### src/design/telemetry_frame_checksum_parser_top_defines.svh
`ifndef TELEMETRY_FRAME_CHECKSUM_PARSER_TOP_DEFINES_SVH
`define TELEMETRY_FRAME_CHECKSUM_PARSER_TOP_DEFINES_SVH

// same-cycle implication, checked while out of reset
`define TFCP_ASSERT_NOW(lbl, ante, cons, msg) \
  lbl: assert property (@(posedge clk) disable iff (rst) (ante) |-> (cons)) else $error(msg);

// next-cycle implication, checked while out of reset
`define TFCP_ASSERT_NEXT(lbl, ante, cons, msg) \
  lbl: assert property (@(posedge clk) disable iff (rst) (ante) |=> (cons)) else $error(msg);

`endif

### src/design/tfcp_pkg.sv
package tfcp_pkg;

  localparam int POS_W = 5;
  localparam int CAP_DEPTH = 19;
  localparam logic [POS_W-1:0] LAST_POS = 5'd19;
  localparam logic [POS_W-1:0] SUM_BYTES = 5'd18;

  typedef struct packed {
    logic [15:0]        voltage;
    logic [15:0]        temperature;
    logic signed [15:0] current;
    logic [31:0]        rpm;
    logic [15:0]        input_pwm;
    logic [15:0]        output_pwm;
    logic               ok;
  } frame_t;

endpackage

### src/design/tfcp_front.sv
`include "telemetry_frame_checksum_parser_top_defines.svh"

module tfcp_front
  import tfcp_pkg::*;
(
  input  logic       clk,
  input  logic       rst,
  input  logic       push,
  output logic       full,
  input  logic [7:0] rx_byte,
  input  logic       q_full,
  output logic       q_push,
  output frame_t     q_data
);

  logic [POS_W-1:0] pos;
  logic [POS_W-1:0] pos_next;
  logic [7:0]       sum_a;
  logic [7:0]       sum_a_next;
  logic [7:0]       sum_b;
  logic [7:0]       sum_b_next;
  logic [7:0]       cap [CAP_DEPTH];
  logic             last;
  logic             accept;
  logic [7:0]       chk_hi;
  logic [7:0]       chk_lo;

  assign last   = (pos >= LAST_POS);
  assign full   = last && q_full;
  assign accept = push && !full;
  assign q_push = accept && last;

  assign chk_hi = sum_a - sum_b;
  assign chk_lo = sum_b - {sum_a[6:0], 1'b0};

  always_comb begin
    q_data.voltage     = {cap[1], cap[0]};
    q_data.temperature = {cap[3], cap[2]};
    q_data.current     = {cap[5], cap[4]};
    q_data.rpm         = {cap[11], cap[10], cap[9], cap[8]};
    q_data.input_pwm   = {cap[13], cap[12]};
    q_data.output_pwm  = {cap[15], cap[14]};
    q_data.ok          = (chk_hi == rx_byte) && (chk_lo == cap[18]);
  end

  always_comb begin
    pos_next   = pos;
    sum_a_next = sum_a;
    sum_b_next = sum_b;
    if (accept) begin
      if (last) begin
        pos_next   = '0;
        sum_a_next = '0;
        sum_b_next = '0;
      end else begin
        pos_next = pos + 1'b1;
        if (pos < SUM_BYTES) begin
          sum_a_next = sum_a + rx_byte;
          sum_b_next = sum_b + sum_a_next;
        end
      end
    end
  end

  always_ff @(posedge clk) begin
    if (rst) begin
      pos   <= '0;
      sum_a <= '0;
      sum_b <= '0;
    end else begin
      pos   <= pos_next;
      sum_a <= sum_a_next;
      sum_b <= sum_b_next;
    end
  end

  always_ff @(posedge clk) begin
    if (accept && !last) begin
      cap[pos] <= rx_byte;
    end
  end

  `TFCP_ASSERT_NOW(a_pos_range, 1'b1, pos <= LAST_POS, "position left frame range")
  `TFCP_ASSERT_NEXT(a_frame_restart, accept && last, pos == '0 && sum_a == '0 && sum_b == '0, "frame end did not restart state")
  `TFCP_ASSERT_NOW(a_push_room, q_push, !q_full, "frame pushed into full queue")
  `TFCP_ASSERT_NEXT(a_pos_advance, accept && !last, pos == $past(pos) + 1'b1, "position did not advance")

endmodule

### src/design/tfcp_queue.sv
module tfcp_queue
  import tfcp_pkg::*;
#(
  parameter int DEPTH = 2
) (
  input  logic   clk,
  input  logic   rst,
  input  logic   wr_en,
  input  frame_t wr_data,
  output logic   full,
  input  logic   rd_en,
  output logic   not_empty,
  output frame_t rd_data
);

  localparam int PTR_W = (DEPTH > 1) ? $clog2(DEPTH) : 1;
  localparam int CNT_W = $clog2(DEPTH + 1);

  frame_t           mem [DEPTH];
  logic [PTR_W-1:0] wr_ptr;
  logic [PTR_W-1:0] rd_ptr;
  logic [CNT_W-1:0] count;
  logic             do_wr;
  logic             do_rd;

  assign full      = (count == CNT_W'(DEPTH));
  assign not_empty = (count != '0);
  assign do_wr     = wr_en && !full;
  assign do_rd     = rd_en && not_empty;
  assign rd_data   = mem[rd_ptr];

  always_ff @(posedge clk) begin
    if (rst) begin
      wr_ptr <= '0;
      rd_ptr <= '0;
      count  <= '0;
    end else begin
      if (do_wr) begin
        wr_ptr <= (wr_ptr == PTR_W'(DEPTH - 1)) ? '0 : wr_ptr + 1'b1;
      end
      if (do_rd) begin
        rd_ptr <= (rd_ptr == PTR_W'(DEPTH - 1)) ? '0 : rd_ptr + 1'b1;
      end
      if (do_wr && !do_rd) begin
        count <= count + 1'b1;
      end else if (do_rd && !do_wr) begin
        count <= count - 1'b1;
      end
    end
  end

  always_ff @(posedge clk) begin
    if (do_wr) begin
      mem[wr_ptr] <= wr_data;
    end
  end

endmodule

### src/design/tfcp_back.sv
module tfcp_back
  import tfcp_pkg::*;
(
  input  logic               clk,
  input  logic               rst,
  input  logic               q_valid,
  input  frame_t             q_data,
  output logic               q_pop,
  output logic               empty,
  input  logic               pop,
  output logic [15:0]        voltage_raw,
  output logic [15:0]        temperature_raw,
  output logic signed [15:0] current_raw,
  output logic [31:0]        electrical_rpm,
  output logic [15:0]        input_pwm_raw,
  output logic [15:0]        output_pwm_raw,
  output logic signed [31:0] power_raw,
  output logic               checksum_ok
);

  logic               out_valid;
  logic               load;
  logic signed [32:0] prod;
  frame_t             res;

  assign load  = q_valid && (!out_valid || pop);
  assign q_pop = load;
  assign empty = !out_valid;

  // signed current times unsigned voltage
  assign prod = $signed(q_data.current) * $signed({1'b0, q_data.voltage});

  always_ff @(posedge clk) begin
    if (rst) begin
      out_valid <= 1'b0;
    end else if (load) begin
      out_valid <= 1'b1;
    end else if (pop) begin
      out_valid <= 1'b0;
    end
  end

  always_ff @(posedge clk) begin
    if (load) begin
      res       <= q_data;
      power_raw <= prod[31:0];
    end
  end

  assign voltage_raw     = res.voltage;
  assign temperature_raw = res.temperature;
  assign current_raw     = res.current;
  assign electrical_rpm  = res.rpm;
  assign input_pwm_raw   = res.input_pwm;
  assign output_pwm_raw  = res.output_pwm;
  assign checksum_ok     = res.ok;

endmodule

### src/design/telemetry_frame_checksum_parser_top.sv
// channel   direction  handshake            payload
// bytes     in         push / full          rx_byte
// frames    out        pop / empty          voltage_raw .. checksum_ok
//
// one byte is taken per cycle while full is low; full rises only on the last
// byte of a frame while the frame queue is full.
// a frame result passes from its last byte through the queue write, then
// the power multiply into the output register.
// rst is synchronous; it clears position, sums, queue and output valid.
// a stalled result output does not stop byte intake until the queue fills.
module telemetry_frame_checksum_parser_top
  import tfcp_pkg::*;
#(
  parameter int QUEUE_DEPTH = 2
) (
  input  logic               clk,
  input  logic               rst,
  input  logic               push,
  output logic               full,
  input  logic [7:0]         rx_byte,
  output logic               empty,
  input  logic               pop,
  output logic [15:0]        voltage_raw,
  output logic [15:0]        temperature_raw,
  output logic signed [15:0] current_raw,
  output logic [31:0]        electrical_rpm,
  output logic [15:0]        input_pwm_raw,
  output logic [15:0]        output_pwm_raw,
  output logic signed [31:0] power_raw,
  output logic               checksum_ok
);

  logic   q_full;
  logic   q_push;
  frame_t q_wr_data;
  logic   q_pop;
  logic   q_valid;
  frame_t q_rd_data;

  tfcp_front u_front (
    .clk     (clk),
    .rst     (rst),
    .push    (push),
    .full    (full),
    .rx_byte (rx_byte),
    .q_full  (q_full),
    .q_push  (q_push),
    .q_data  (q_wr_data)
  );

  tfcp_queue #(
    .DEPTH (QUEUE_DEPTH)
  ) u_queue (
    .clk       (clk),
    .rst       (rst),
    .wr_en     (q_push),
    .wr_data   (q_wr_data),
    .full      (q_full),
    .rd_en     (q_pop),
    .not_empty (q_valid),
    .rd_data   (q_rd_data)
  );

  tfcp_back u_back (
    .clk             (clk),
    .rst             (rst),
    .q_valid         (q_valid),
    .q_data          (q_rd_data),
    .q_pop           (q_pop),
    .empty           (empty),
    .pop             (pop),
    .voltage_raw     (voltage_raw),
    .temperature_raw (temperature_raw),
    .current_raw     (current_raw),
    .electrical_rpm  (electrical_rpm),
    .input_pwm_raw   (input_pwm_raw),
    .output_pwm_raw  (output_pwm_raw),
    .power_raw       (power_raw),
    .checksum_ok     (checksum_ok)
  );

endmodule

### config.mk
export PLATFORM = sky130hd
export DESIGN_NAME = telemetry_frame_checksum_parser_top
export DESIGN_NICKNAME = d
export VERILOG_FILES = /design/src/design/tfcp_pkg.sv /design/src/design/tfcp_front.sv /design/src/design/tfcp_queue.sv /design/src/design/tfcp_back.sv /design/src/design/telemetry_frame_checksum_parser_top.sv
export VERILOG_INCLUDE_DIRS = /design/src /design/src/design
export SDC_FILE = /design/constraint.sdc
export NUM_CORES = 1
export LEC_CHECK = 0
export BUFFER_PORTS_ARGS = -buffer_cell sky130_fd_sc_hd__buf_2
export CORE_ASPECT_RATIO = 0.8
export CORE_MARGIN = 2
export CORE_UTILIZATION = 65
export CTS_CLUSTER_DIAMETER = 200
export DETAILED_ROUTE_END_ITERATION = 12
export PLACE_DENSITY_LB_ADDON = 0.08
export SETUP_SLACK_MARGIN = 0.15
export SLEW_MARGIN = 20
export SYNTH_ARGS = -nofsm -noshare
export SYNTH_HDL_FRONTEND = slang
export SYNTH_HIERARCHICAL = 1
export SYNTH_SLANG_ARGS = --single-unit
### constraint.sdc
create_clock -name clk -period 34.8 [get_ports clk]
set_clock_uncertainty 0.1 [all_clocks]
set_input_delay 0 -clock clk [delete_from_list [all_inputs] [get_ports clk]]
set_output_delay 0 -clock clk [all_outputs]
set_load 0.1 [all_outputs]
* After elaboration in Yosys (flattened, before gate mapping)
Memory sizes are Yosys's and may differ from the RTL's. A register that Yosys moved wholly into a read port is not among the register bits.
Index checks and enable logic that the tools add are counted.
** Word-level totals
- Register bits after elaboration :: 171
- Memory bits (writable) :: 378
- Input bits :: 12
- Output and inout bits :: 147
- Word-level logic and storage cells :: 71
- Memories kept :: 2
** Operators by class
- $add $sub $neg :: 9
- Multiply operators :: 1
- Order comparisons :: 2
- Equality and inequality tests :: 3
- Muxes and demuxes :: 17
- Reduce and logical (&&, ||, !) cells :: 22
** Memory list
- u_queue.mem :: words 2, bits a word 113, rd ports 1, clocked after memory_dff 1, write ports 1, line tfcp_queue.sv:19 : frame_t mem [DEPTH];
- u_front.cap :: words 19, bits a word 8, rd ports 15, clocked after memory_dff 0, write ports 1, line tfcp_front.sv:22 : logic [7:0] cap [CAP_DEPTH];
** Operators by type and width (count)
- 16-bit by 17-bit multiplier with 32-bit output :: 1
- 8-bit 2-to-1 mux :: 4
- 8-bit adder :: 2
- 8-bit == test :: 2
- 8-bit subtractor :: 2
- 1-bit logical AND :: 10
- 1-bit 2-to-1 mux :: 10
- 2-bit nonzero test :: 4
- 1-bit logical NOT :: 6
- 5-bit by 1-bit adder with 5-bit output (second input constant) :: 1
- 5-bit >= comparator (second input constant) :: 1
- 5-bit less-than comparator (second input constant) :: 1
- 5-bit 2-to-1 mux :: 1
- 2-bit 2-to-1 mux :: 2
- 1-bit adder (second input constant) :: 2
- 2-bit by 1-bit adder with 2-bit output (second input constant) :: 1
- 2-bit == test (second input constant) :: 1
- 2-bit AND reduction :: 1
- 2-bit by 1-bit subtractor with 2-bit output (second input constant) :: 1
- 1-bit logical OR :: 1

* Logic depth before layout (Yosys ltp)
Gate-level depths: netlist (run 1).
- Depth in word-level cells :: 10
- Gate-level depth with buffers :: 26
- Mapped depth without buffers :: 21

* Hierarchy
The synthesis (run 1) kept the hierarchy.
** By module, submodules not included
- tfcp_back :: instances 1, cells each 1159, area each 13161.4 µm², seq. area each 4374.2 µm²
- tfcp_queue :: instances 1, cells each 377, area each 8667.1 µm², seq. area each 6886.6 µm²
- tfcp_front :: instances 1, cells each 400, area each 5844.4 µm², seq. area each 4023.9 µm²

* Least setup slack after synthesis (run 1)
Ideal clock, no wire load.
- Kind :: register -> register
- Start point :: reg u_queue.count[0]
- End point :: reg u_queue.count[1]
- Library setup time :: 0.070 ns
- Arrival :: 14.292 ns
- Data required time :: 34.630 ns
- Path slack :: 20.338 ns
- Stages on the path, launching flop included :: 8
- Buffers on the path :: 0
- Clock period less this slack :: 14.462 ns
- Cells stage by stage :: dfxtp_1 > or2_2 > a21boi_0 > o21ai_0 > ha_1 > xor2_1 > or3_1 > a21oi_1
** On the way
- Elaborated cells on any way between the ends :: 19
- Those cells by class :: add/sub: 2; eq/ne: 1; mux: 2; reduce/logical: 14
** RTL lines
- start, declared :: line tfcp_queue.sv:22 : logic [CNT_W-1:0] count;
- start signal, assigned :: line tfcp_queue.sv:45 : count <= count + 1'b1;
- start signal, assigned :: line tfcp_queue.sv:47 : count <= count - 1'b1;
- 2-bit nonzero test (*) :: line tfcp_queue.sv:27 : assign not_empty = (count != '0);
- net q_valid :: line telemetry_frame_checksum_parser_top.sv:37 : logic q_valid;
- 1-bit logical AND (*) :: line tfcp_back.sv:26 : assign load = q_valid && (!out_valid || pop);
- net q_pop :: line telemetry_frame_checksum_parser_top.sv:36 : logic q_pop;
- 1-bit logical AND (*) :: line tfcp_queue.sv:29 : assign do_rd = rd_en && not_empty;
- 1-bit logical NOT :: line tfcp_queue.sv:44 : if (do_wr && !do_rd) begin
- 1-bit logical AND :: line tfcp_queue.sv:44
- 2-bit 2-to-1 mux or 2-bit nonzero test (tied branches)
Mark *: on every way through the listed nets, which the timed path passes. The rest lies on a longest branch. The select of a mux whose other input is x is not followed.
A chain may end at the register's enable or synchronous reset.

==> run summary, run 1 <==
Setup crit start kind: flip-flop
MaxCap Viol Count: 0
gr busiest metal: met2
measured slew at the worst slew-check pin: 1.120 ns
register area: 0.01529 mm^2
drt initial violations: 1233
first drt pass iteration count: 8
Non-Filler Instances: 2695
hold_ws: 0.3111 ns
final period utilization: 23.18%
DP HPWL: 37080 um
Leak: 0.01226 uW
first-pass GRT wire length: 90470 um
Layout Nets: 2462
max_slew headroom: 25.34%
Slew Limit Fails: 0
largest net degree at the start of global routing: 79
Async S/R FF share, synth: 0%
gpl congestion: 0.8799
proportion of layout cells with a drive suffix above 1: 17.47%
clk slew on worst S/H paths: 0.07 ns
Avg WL per Cell: 20.94 um
Syn Nets: 2295
via count: 15410
Initial Util: 66.02%
Crit path arrival time: 8.31 ns
y dimension of the die: 188.6 um
EDFF count, synth: 491
core area: 0.04192 mm^2
sequential area share after synthesis: 55.23%
initial antenna violation count: 3
Cell Rows: 67
Max IR drop VDD: 38.83 uV
CTS Buf Count: 48
DP Cell Count: 2592
Congestion Overflow GR: 0
drc violations: 0
reg2reg path depth: 20
buffers added on ports: 158
RSZ-0062 raised after global routing: no
GRT Overall Usage: 26.45%
Fillers: 2702
Syn Area/Cell: 14.29 um^2
post-synthesis register bit count: 518
flop2flop setup slack: 26.73 ns
critical path endpoint: u_back/power_raw[30]
TNS Setup: 0 ns
post-synthesis cell type count: 65
worst skew pair latency: 0.61 ns
CTS Sinks: 518
Mapped Cells: 1936
area grow syn2layout: 10.53%
Synth Flop Type: edfxtp_1
via/cell ratio: 5.717
M3 GR Usage: 4.117%
die area: 0.04425 mm^2
PD cells: 42.22 mW/mm^2
Routed Wire Length: 56430 um
area occupied by multi-input gates: 0.01111 mm^2
Die W: 234.7 um
grt met1 use: 37.76%
worst setup path class: reg2reg
Final setup viols: 0
Max Clk Rate: 0.1240 GHz
TritonCTS clock tree: built
number of global-route vias before repair: 16630
CP Capture Type: flip-flop
fin crit period: 8.066 ns
synthesized area: 0.02767 mm^2
data required time at the worst endpoint: 35.04 ns
Warnings, synthesis: 6
RR Endpoint: u_back/power_raw[30]
final hold vios: 0
htree depth: 2
Max Root-Sink Buffers: 3
Tightest Hold Check Type: in2reg
GR Util met2: 43.05%
number of routed nets with antenna violations: 0
CTS root buffer: clkbuf_16
io pins: 159
status: finished, final reports clean
crit-path max FO: 61
-- critical path, cell delays in order, from the launching register on --
cell and delay (ns):
dfxtp_4 0.92, buf_4 0.98, mux2_2 0.56, nand2_1 0.15
fa_1 0.51, fa_1 0.49, inv_1 0.05, fa_1 0.50
fa_1 0.53, fa_1 0.55, inv_1 0.05, fa_1 0.52
inv_1 0.04, ha_1 0.41, nand3_1 0.17, nor2_1 0.25
nand3_1 0.15, o2111ai_2 0.34, a31oi_4 0.17, o21ai_2 0.18
xor2_1 0.08
-- routing by layer --
layer | vias to the layer above | routed length, um
li1 | 6915 | -
met1 | 7815 | 24330
met2 | 594 | 26810
met3 | 82 | 4066
met4 | 0 | 1236
met5 | - | 0
-- power breakdown --
part	total, uW	internal, uW	switching [uW]	leakage, uW
Clock	512	277	234	0.000723
Combinational	93.8	42.3	51.5	0.00690
Sequential	686	680	5.93	0.00464
Total	1290	999	292	0.0123
-- logic make-up (layout without fill, tap and decap cells) --
family	Yosys count	in the layout	synth area share (%)
fa+ha+maj	347	347	21.06
flops	518	518	55.23
buf+inv	324	529	4.693
compound gates	140	140	3.572
simple gates	417	417	7.447
other cells	0	2	0
xor+xnor	76	76	2.405
mux	114	114	5.588
-- synth_stat cells, types with 8 or more instances --
library cell / n / area share [%]
inv_1: 262 / 3.6
ha_1: 149 / 6.7
dfxtp_1: 27 / 2.0
nor2_1: 65 / 0.88
nand2_1: 147 / 2.0
buf_6: 8 / 0.33
nand2b_1: 10 / 0.23
o21ai_0: 15 / 0.27
o21ai_1: 8 / 0.14
and2_1: 126 / 2.8
fa_1: 198 / 14
mux2_2: 44 / 1.8
mux2_4: 70 / 3.8
a21o_1: 18 / 0.49
xor2_1: 36 / 1.1
clkbuf_1: 45 / 0.61
a21oi_1: 45 / 0.81
edfxtp_1: 491 / 53
xnor2_1: 40 / 1.3
nor3_1: 11 / 0.20
nand3_1: 21 / 0.38
-- stage by stage --
stage	instance area (um^2)	total power (uW)	setup WS (ns)	util [%]
final	30590	1291	26.73	72.97
after global routing	30580	1333	26.34	72.96
after CTS	30580	1299	26.78	72.96
after detailed placement	28930	790.2	26.78	69.01
after global placement	28930	786.4	26.88	69.01
after floorplan	27670	768.0	20.34	-
-- layout make-up --
class                      instances  share of cell area (%)
antenna                            2                 0.01636
timing repair buffer             179                   3.207
clock buffer                      63                   4.144
multi-input combinational       1094                   36.33
sequential                       518                   49.99
inverter                         262                   3.224
tap                              552                   2.258
clock inverter                    25                  0.8345
-- layout by cell type, fill, tap and decap left out, types with 18 or more instances in the layout --
cell	instances
a21o_1	18
a21oi_1	45
and2_1	125
buf_2	158
clkbuf_16	48
dfxtp_1	26
edfxtp_1	491
fa_1	198
ha_1	149
inv_1	261
mux2_2	44
mux2_4	70
nand2_1	147
nand3_1	21
nor2_1	65
xnor2_1	40
xor2_1	36
-- flip-flops by register name, indices dropped and copies added (netlist names), 16 cells and up, named ones only --
name and flops:
u_back/current_raw 16, u_back/temperature_raw 16, u_back/input_pwm_raw 16, u_back/power_raw 32, u_back/voltage_raw 16, u_back/electrical_rpm 32
u_front/cap 120, u_queue/mem 226, u_back/output_pwm_raw 16
-- timing repair --
action | in CTS | in global routing
setup buffers | 0 | 0
hold buffers | 13 | 0
endpoints found under the hold margin | 166 | 0
resized for setup | 0 | 0
setup endpoints to repair | 0 | 0
-- worst min path at each step --
| stage | cells past startpoint | startpoint | to | slack [ns] |
|---|---|---|---|---|
| after floorplan | 1 | rst | u_queue/count[1] | -0.03 |
| after global placement | 4 | pop | u_back/out_valid | 0.30 |
| after detailed placement | 4 | pop | u_back/out_valid | 0.31 |
| after CTS | 4 | push | u_front/pos[0] | 0.30 |
| after global routing | 3 | rst | u_front/sum_a[6] | 0.32 |
| final | 3 | rst | u_front/sum_a[6] | 0.31 |
(Power assumes the default switching activity.)
==> run 2: changes to the inputs <==
Settings changed: ABC_AREA set to 1, CORE_UTILIZATION 65 to 56.
Clock period 34.8 ns to 6.99 ns, I/O delays scaled along.
==> run 2 against run 1 <==
  * Combinational power rose to 4.6 times the previous value
  * Global-route usage is 2.8 points lower
  * Power rose to 5.1 times the previous value
  * Highest routed layer unchanged
  * Critical path depth rose by 1
  * Critical endpoint is now u_back/power_raw[26]
  * Non-clock buffer count is 11 higher
  * Area after synthesis grew 4.5%
  * Final area grew 5.4%
==> run summary, run 2 <==
initial antenna violation count: 2 (-1)
Fillers: 4000 (+48%)
drt initial violations: 1369 (+11%)
Post-Route Utilization: 63.17% (-9.8 points)
Congestion Overflow GR: 0 (unchanged)
Pwr Total: 6584 uW (+410%)
most frequent cells in the layout: nand2_1 (548), inv_1 (504), edfxtp_1 (491)
RSZ-0062 raised after global routing: no
number of flip-flops in the largest register: 226 (unchanged)
TritonCTS clock tree: built
DP HPWL: 42600 um (+15%)
worst skew pair latency: 0.61 ns (about the same)
Tightest Hold Check Type: in2reg
Die W: 258.1 um (+10%)
post-synthesis cell type count: 45 (-31%)
Syn Nets: 2814 (+23%)
die area: 0.05350 mm^2 (+21%)
hold_ws: 0.2883 ns (-0.02288 ns)
status: finished, final reports clean
reg2reg path depth: 21 (+5.0%)
Synth area leaders: edfxtp_1 (51%), fa_1 (14%), nand2_1 (7.1%), inv_1 (6.5%), ha_1 (6.4%)
synth cell count leaders: nand2_1 (548), inv_1 (504), edfxtp_1 (491), fa_1 (198), ha_1 (149)
Syn Area/Cell: 11.78 um^2 (-18%)
TNS Setup: 0 ns (unchanged)
CTS Sinks: 518 (unchanged)
Max IR drop VDD: 197.4 uV (+410%)
Crit path arrival time: 6.76 ns (-1.55 ns)
Initial Util: 56.70% (-9.3 points)
CP Capture Type: flip-flop
Biggest register: u_queue/mem
number of routed nets with antenna violations: 0 (unchanged)
RR Endpoint: u_back/power_raw[26]
EDFF count, synth: 491 (unchanged)
buffers added on ports: 158 (unchanged)
Placement Cell Area: 0.03039 mm^2 (+5.1%)
Layout Nets: 2982 (+21%)
number of global-route vias before repair: 18190 (+9.4%)
final period utilization: 93.26% (+70 points)
post-synthesis register bit count: 518 (unchanged)
via count: 17370 (+13%)
clk slew on worst S/H paths: 0.06 ns (about the same)
flop2flop setup slack: 0.47 ns (-26.26 ns)
Max Root-Sink Buffers: 3 (unchanged)
PD cells: 204.3 mW/mm^2 (+380%)
first drt pass iteration count: 6 (-2)
commonest non-fill, non-tap cell in the layout: nand2_1
leading area contributor after synthesis: edfxtp_1
Routed Wire Length: 61290 um (+8.6%)
fin crit period: 6.519 ns (-1.548 ns)
gpl congestion: 0.8767 (-0.36%)
most common cell in the netlist: nand2_1
area grow syn2layout: 11.41%
htree depth: 2 (unchanged)
synthesized area: 0.02893 mm^2 (+4.5%)
data required time at the worst endpoint: 7.23 ns (-27.81 ns)
Synth Flop Type: edfxtp_1
io pins: 159 (unchanged)
Warnings, synthesis: 6 (unchanged)
post-route cell area: 0.03223 mm^2 (+5.4%)
y dimension of the die: 207.3 um (+9.9%)
CTS Buf Count: 50 (+4.2%)
Slew Limit Fails: 0 (unchanged)
Leak: 0.01456 uW (+19%)
drc violations: 0 (unchanged)
largest net degree at the start of global routing: 114 (+44%)
Setup crit start kind: flip-flop
via/cell ratio: 5.185 (-9.3%)
measured slew at the worst slew-check pin: 1.096 ns (-0.02407 ns)
Async S/R FF share, synth: 0% (unchanged)
final hold vios: 0 (unchanged)
critical path endpoint: u_back/power_raw[26]
Cell Rows: 74 (+10%)
first-pass GRT wire length: 97910 um (+8.2%)
GRT Overall Usage: 23.65% (-2.8 points)
Avg WL per Cell: 18.30 um (-13%)
CTS root buffer: clkbuf_16
core area: 0.05102 mm^2 (+22%)
sequential area share after synthesis: 52.84% (-2.4 points)
Max Clk Rate: 0.1534 GHz (+24%)
Synth top area share: 50.97% (-2.3 points)
MaxCap Viol Count: 0 (unchanged)
Mapped Cells: 2455 (+27%)
Largest regs: u_queue/mem: 226 flops, u_front/cap: 120 flops
proportion of layout cells with a drive suffix above 1: 15.91% (-1.6 points)
crit-path max FO: 17 (-72%)
Final setup viols: 0 (unchanged)
# diodes: 0 (-2)
max_slew headroom: 26.68% (+1.3 points)
worst setup path class: reg2reg
-- run 2: what timing repair did --
item | in CTS | in global routing
buffers inserted | 0 | 1
hold buffers | 13 | 0
endpoints found under the hold margin | 147 | 0
setup endpoints to repair | 0 | 3
gates resized for setup | 0 | 0
-- run 2: per-layer routing --
| metal | GRT usage, % | wire [um] | vias to the layer above |
|---|---|---|---|
| li1 | - | - | 8163 |
| met1 | 35.64 | 29110 | 8626 |
| met2 | 36.60 | 27330 | 504 |
| met3 | 3.651 | 3864 | 73 |
| met4 | 5.342 | 982 | 0 |
| met5 | 0 | 0 | - |
-- run 2: how the worst min path moves through the flow --
stage	slack, ns	to	cells past startpoint	startpoint
floorplan	-0.03	u_back/out_valid	1	rst
global placement	0.20	u_back/out_valid	4	pop
detailed placement	0.21	u_back/out_valid	4	pop
CTS	0.24	u_front/pos[0]	5	push
global route	0.31	u_front/pos[0]	5	push
finish	0.29	u_front/pos[0]	5	push
-- run 2: power breakdown --
part | switching [uW] | internal, uW | total [uW]
clock | 1170 | 1570 | 2750
combinational | 269 | 160 | 429
sequential | 27.2 | 3380 | 3410
total | 1470 | 5110 | 6580
-- run 2: logic make-up after synthesis --
kind of cell	synth area share [%]
AO/OA/AOI/OAI	1.605
XOR/XNOR	0.8954
adder cells (fa/ha/maj)	20.15
buffers and inverters	7.993
flip-flops	52.84
multiplexers	5.307
AND/OR/NAND/NOR	11.21
-- run 2: final cells by class --
type                            instances  area [um^2]  area share, %
Sequential cell                       518        15290          47.44
Multi-Input combinational cell       1346        11360          35.24
Inverter                              517         1943          6.029
Clock buffer                           61         1303          4.041
Timing Repair Buffer                  190         1092          3.389
Tap cell                              684        855.8          2.655
Clock inverter                         33        390.4          1.211
-- run 2: critical path, cell delays in order, from the launching register on --
cell	delay, ns
dfxtp_4	0.46
buf_4	0.21
mux2_2	0.54
nand2_1	0.13
inv_1	0.06
fa_1	0.54
inv_1	0.06
fa_1	0.50
fa_1	0.52
inv_1	0.05
fa_1	0.46
fa_1	0.55
inv_1	0.07
fa_1	0.53
inv_1	0.04
ha_1	0.37
nand2_1	0.15
nor2_2	0.26
and3_1	0.35
nand3_1	0.17
nand4_1	0.11
nand2_1	0.06
-- run 2: through the flow --
stage               std cells  setup WS, ns
floorplan                2455        0.2383
global placement         3241        0.4272
detailed placement       3241        0.4114
CTS                      3348        0.3940
global route             3349        0.1717
finish                   3349        0.4711
==> run 3: changes to the inputs <==
Settings changed: GPL_TIMING_DRIVEN set to 0, SYNTH_HIERARCHICAL 1 to unset.
==> run 3 against run 2 <==
  * Global-route usage increased by 1.7 points
  * Via count decreased by 3.3%
  * Non-clock buffer count increased by 54
  * Sequential share of layout area increased by 0.47 points
  * Worst hold slack got worse by 0.13 ns
  * Fmax decreased by 1.5%
  * Routed wire length increased by 3.4%
  * Register-to-register slack got worse by 0.10 ns
  * Setup slack got worse by 0.10 ns
  * Largest cell class unchanged
==> run summary, run 3 <==
status: finished, final reports clean
number of global-route vias before repair: 17230 (-5.3%)
proportion of layout cells with a drive suffix above 1: 18.49% (+2.6 points)
via/cell ratio: 5.378 (+3.7%)
Final setup viols: 0 (unchanged)
drt initial violations: 1221 (-11%)
CP dominant cell by count: fa_1
most common cell in the netlist: edfxtp_1
Die W: 252.4 um (-2.2%)
Cell Rows: 72 (-2.7%)
y dimension of the die: 202.7 um (-2.2%)
Initial Util: 56.94% (+0.24 points)
initial antenna violation count: 1 (-1)
fin crit period: 6.621 ns (+0.1018 ns)
area grow syn2layout: 15.38%
number of routed nets with antenna violations: 0 (unchanged)
measured slew at the worst slew-check pin: 1.091 ns (-0.005289 ns)
Slew Limit Fails: 0 (unchanged)
delay of the slowest critical-path stage: 0.52 ns (-0.03 ns)
worst skew pair latency: 0.62 ns (about the same)
Syn Nets: 2559 (-9.1%)
Async S/R FF share, synth: 0% (unchanged)
worst setup path class: reg2reg
CTS Sinks: 518 (unchanged)
CP Capture Type: flip-flop
gpl congestion: 0.9458 (+7.9%)
core area: 0.04856 mm^2 (-4.8%)
hold_ws: 0.1568 ns (-0.1315 ns)
Syn Area/Cell: 12.57 um^2 (+6.7%)
data required time at the worst endpoint: 7.22 ns (about the same)
most frequent cells in the layout: edfxtp_1 (491), inv_1 (396), nand2_1 (296)
final hold vios: 0 (unchanged)
first-pass GRT wire length: 97080 um (-0.85%)
Synth Flop Type: edfxtp_1
via count: 16790 (-3.3%)
EDFF count, synth: 491 (unchanged)
first drt pass iteration count: 6 (unchanged)
commonest non-fill, non-tap cell in the layout: edfxtp_1
CTS root buffer: clkbuf_16
Routed Wire Length: 63370 um (+3.4%)
RSZ-0062 raised after global routing: no
Biggest register: u_queue.mem
drc violations: 0 (unchanged)
synthesized area: 0.02765 mm^2 (-4.4%)
htree depth: 2 (unchanged)
CTS Buf Count: 50 (unchanged)
TritonCTS clock tree: built
Crit path arrival time: 6.85 ns (+0.09 ns)
buffers added on ports: 157 (-0.63%)
register area: 0.01528 mm^2 (about the same)
area occupied by multi-input gates: 0.01079 mm^2 (-5.0%)
Layout Nets: 2812 (-5.7%)
# diodes: 0 (unchanged)
Max Root-Sink Buffers: 3 (unchanged)
Mapped Cells: 2200 (-10%)
DP HPWL: 45650 um (+7.2%)
largest net degree at the start of global routing: 27 (-76%)
post-synthesis register bit count: 518 (unchanged)
MaxCap Viol Count: 0 (unchanged)
crit-path max FO: 10 (-7)
crit path cell chain: clkbuf_4 > buf_2 > o21ai_2 > clkbuf_4 > nor2_1 > fa_1 > inv_1 > fa_1 > fa_1 > inv_1 > fa_1 > fa_1 > inv_1 > fa_1 > inv_1 > ha_1 > a21oi_1 > o21ai_0 > a21oi_1 > o21ai_2 > nand2_1 > nand2_1 > xor2_1
synth cell count leaders: edfxtp_1 (491), inv_1 (396), nand2_1 (296), fa_1 (198), nor2_1 (189)
sequential area share after synthesis: 55.28% (+2.4 points)
post-synthesis cell type count: 47 (+4.4%)
Synth area leaders: edfxtp_1 (53%), fa_1 (14%), ha_1 (6.7%), inv_1 (5.4%), nand2_1 (4.0%)
Tightest Hold Check Type: in2reg
number of flip-flops in the largest register: 226 (unchanged)
GRT Overall Usage: 25.33% (+1.7 points)
clk slew on worst S/H paths: 0.06 ns (about the same)
Avg WL per Cell: 20.30 um (+11%)
slowest CP cell: fa_1
Synth top area share: 53.32% (+2.4 points)
leading area contributor after synthesis: edfxtp_1
io pins: 159 (unchanged)
Warnings, synthesis: 0 (-6)
Largest regs: u_queue.mem: 226 flops, u_front.cap: 120 flops
Max Clk Rate: 0.1510 GHz (-1.5%)
die area: 0.05118 mm^2 (-4.3%)
Setup crit start kind: flip-flop
Congestion Overflow GR: 0 (unchanged)
Fillers: 3602 (-10%)
max_slew headroom: 27.03% (+0.35 points)
final period utilization: 94.72% (+1.5 points)
==> run 3: changes by cell type after synthesis, sizes merged, moves of 6 or more <==
cell	change
nand2	-263
inv	-111
or2	-6
mux2	-32
buf	+22
nand3	-22
nor3	+6
o21ai	+58
clkbuf	-52
nor2	+92
a21oi	+14
xor2	+12
xnor2	+7
==> run 3: timing repair <==
| item | 4_1_cts | 5_1_grt |
|---|---|---|
| pin swaps | 0 | 2 |
| gates cloned | 0 | 1 |
| resized for setup | 30 | 54 |
| endpoints found under the hold margin | 142 | 0 |
| setup endpoints to repair | 18 | 17 |
| setup buffers | 0 | 13 |
| hold buffers | 11 | 0 |
==> run 3: worst max-delay path: cells and delay by family (launching register included) <==
kind / cells / cell delay (ns)
adder cells (fa/ha/maj): 7 / 3.35
XOR/XNOR: 1 / 0.15
AO/OA/AOI/OAI: 5 / 1.08
buffers and inverters: 7 / 0.98
AND/OR/NAND/NOR: 3 / 0.35
flip-flops: 1 / 0.30
==> run 3: routing by layer <==
metal / up-vias / GRT usage (%) / wire length (um)
li1: 7748 / - / -
met1: 8346 / 34.99 / 26700
met4: 0 / 8.411 / 2052
met3: 121 / 6.269 / 5057
met5: - / 0 / 0
met2: 576 / 39.72 / 29560
==> run 3: worst paths after layout <==
kind | start | end | slack, ns | cells after the start
setup / recovery | flip-flop | u_back.power_raw[22] | 0.37 | 23
hold reg to reg | u_front.cap[4][7] | u_queue.mem[1][72] | 0.33 | 0
hold / removal | pop | u_back.out_valid | 0.16 | 5
setup reg to reg | flip-flop | u_back.power_raw[22] | 0.37 | 23
==> run 3: final cells by class <==
class | instances | share of cell area (%)
inverters | 411 | 4.898
flip-flops and latches | 518 | 47.91
clock inverters | 32 | 1.494
clock buffers | 60 | 4.071
multi-input cells | 1227 | 33.83
repair buffers | 200 | 4.424
repair inverters | 1 | 0.01569
well taps | 629 | 2.467
plain buffers | 44 | 0.8903
==> run 3: metrics by stage <==
| stage | instance area (um^2) | util, % | TNS (ns) | setup slack, ns | cells |
|---|---|---|---|---|---|
| global route | 31900 | 65.70 | 0 | 0.1395 | 3122 |
| CTS | 31660 | 65.20 | 0 | 0.1237 | 3108 |
| finish | 31900 | 65.70 | 0 | 0.3694 | 3122 |
| detailed placement | 29680 | 61.12 | -0.7344 | -0.2098 | 3005 |
| floorplan | 27650 | - | 0 | 0.3910 | 2200 |
| global placement | 29230 | 60.19 | -767.32 | -3.121 | 2986 |
==> run 3: cell families (layout without fill, tap and decap cells) <==
logic type,after synthesis,in the layout,synth area share [%]
compound gates,177,177,3.756
xor+xnor,48,48,1.625
fa+ha+maj,347,347,21.08
buf+inv,455,748,6.453
flops,518,518,55.28
mux,81,81,3.299
simple gates,574,574,8.512
Power of run 3 is left out: the tool's default activity adds up to more than one toggle a clock period on the data nets, which glitch-free logic cannot reach.
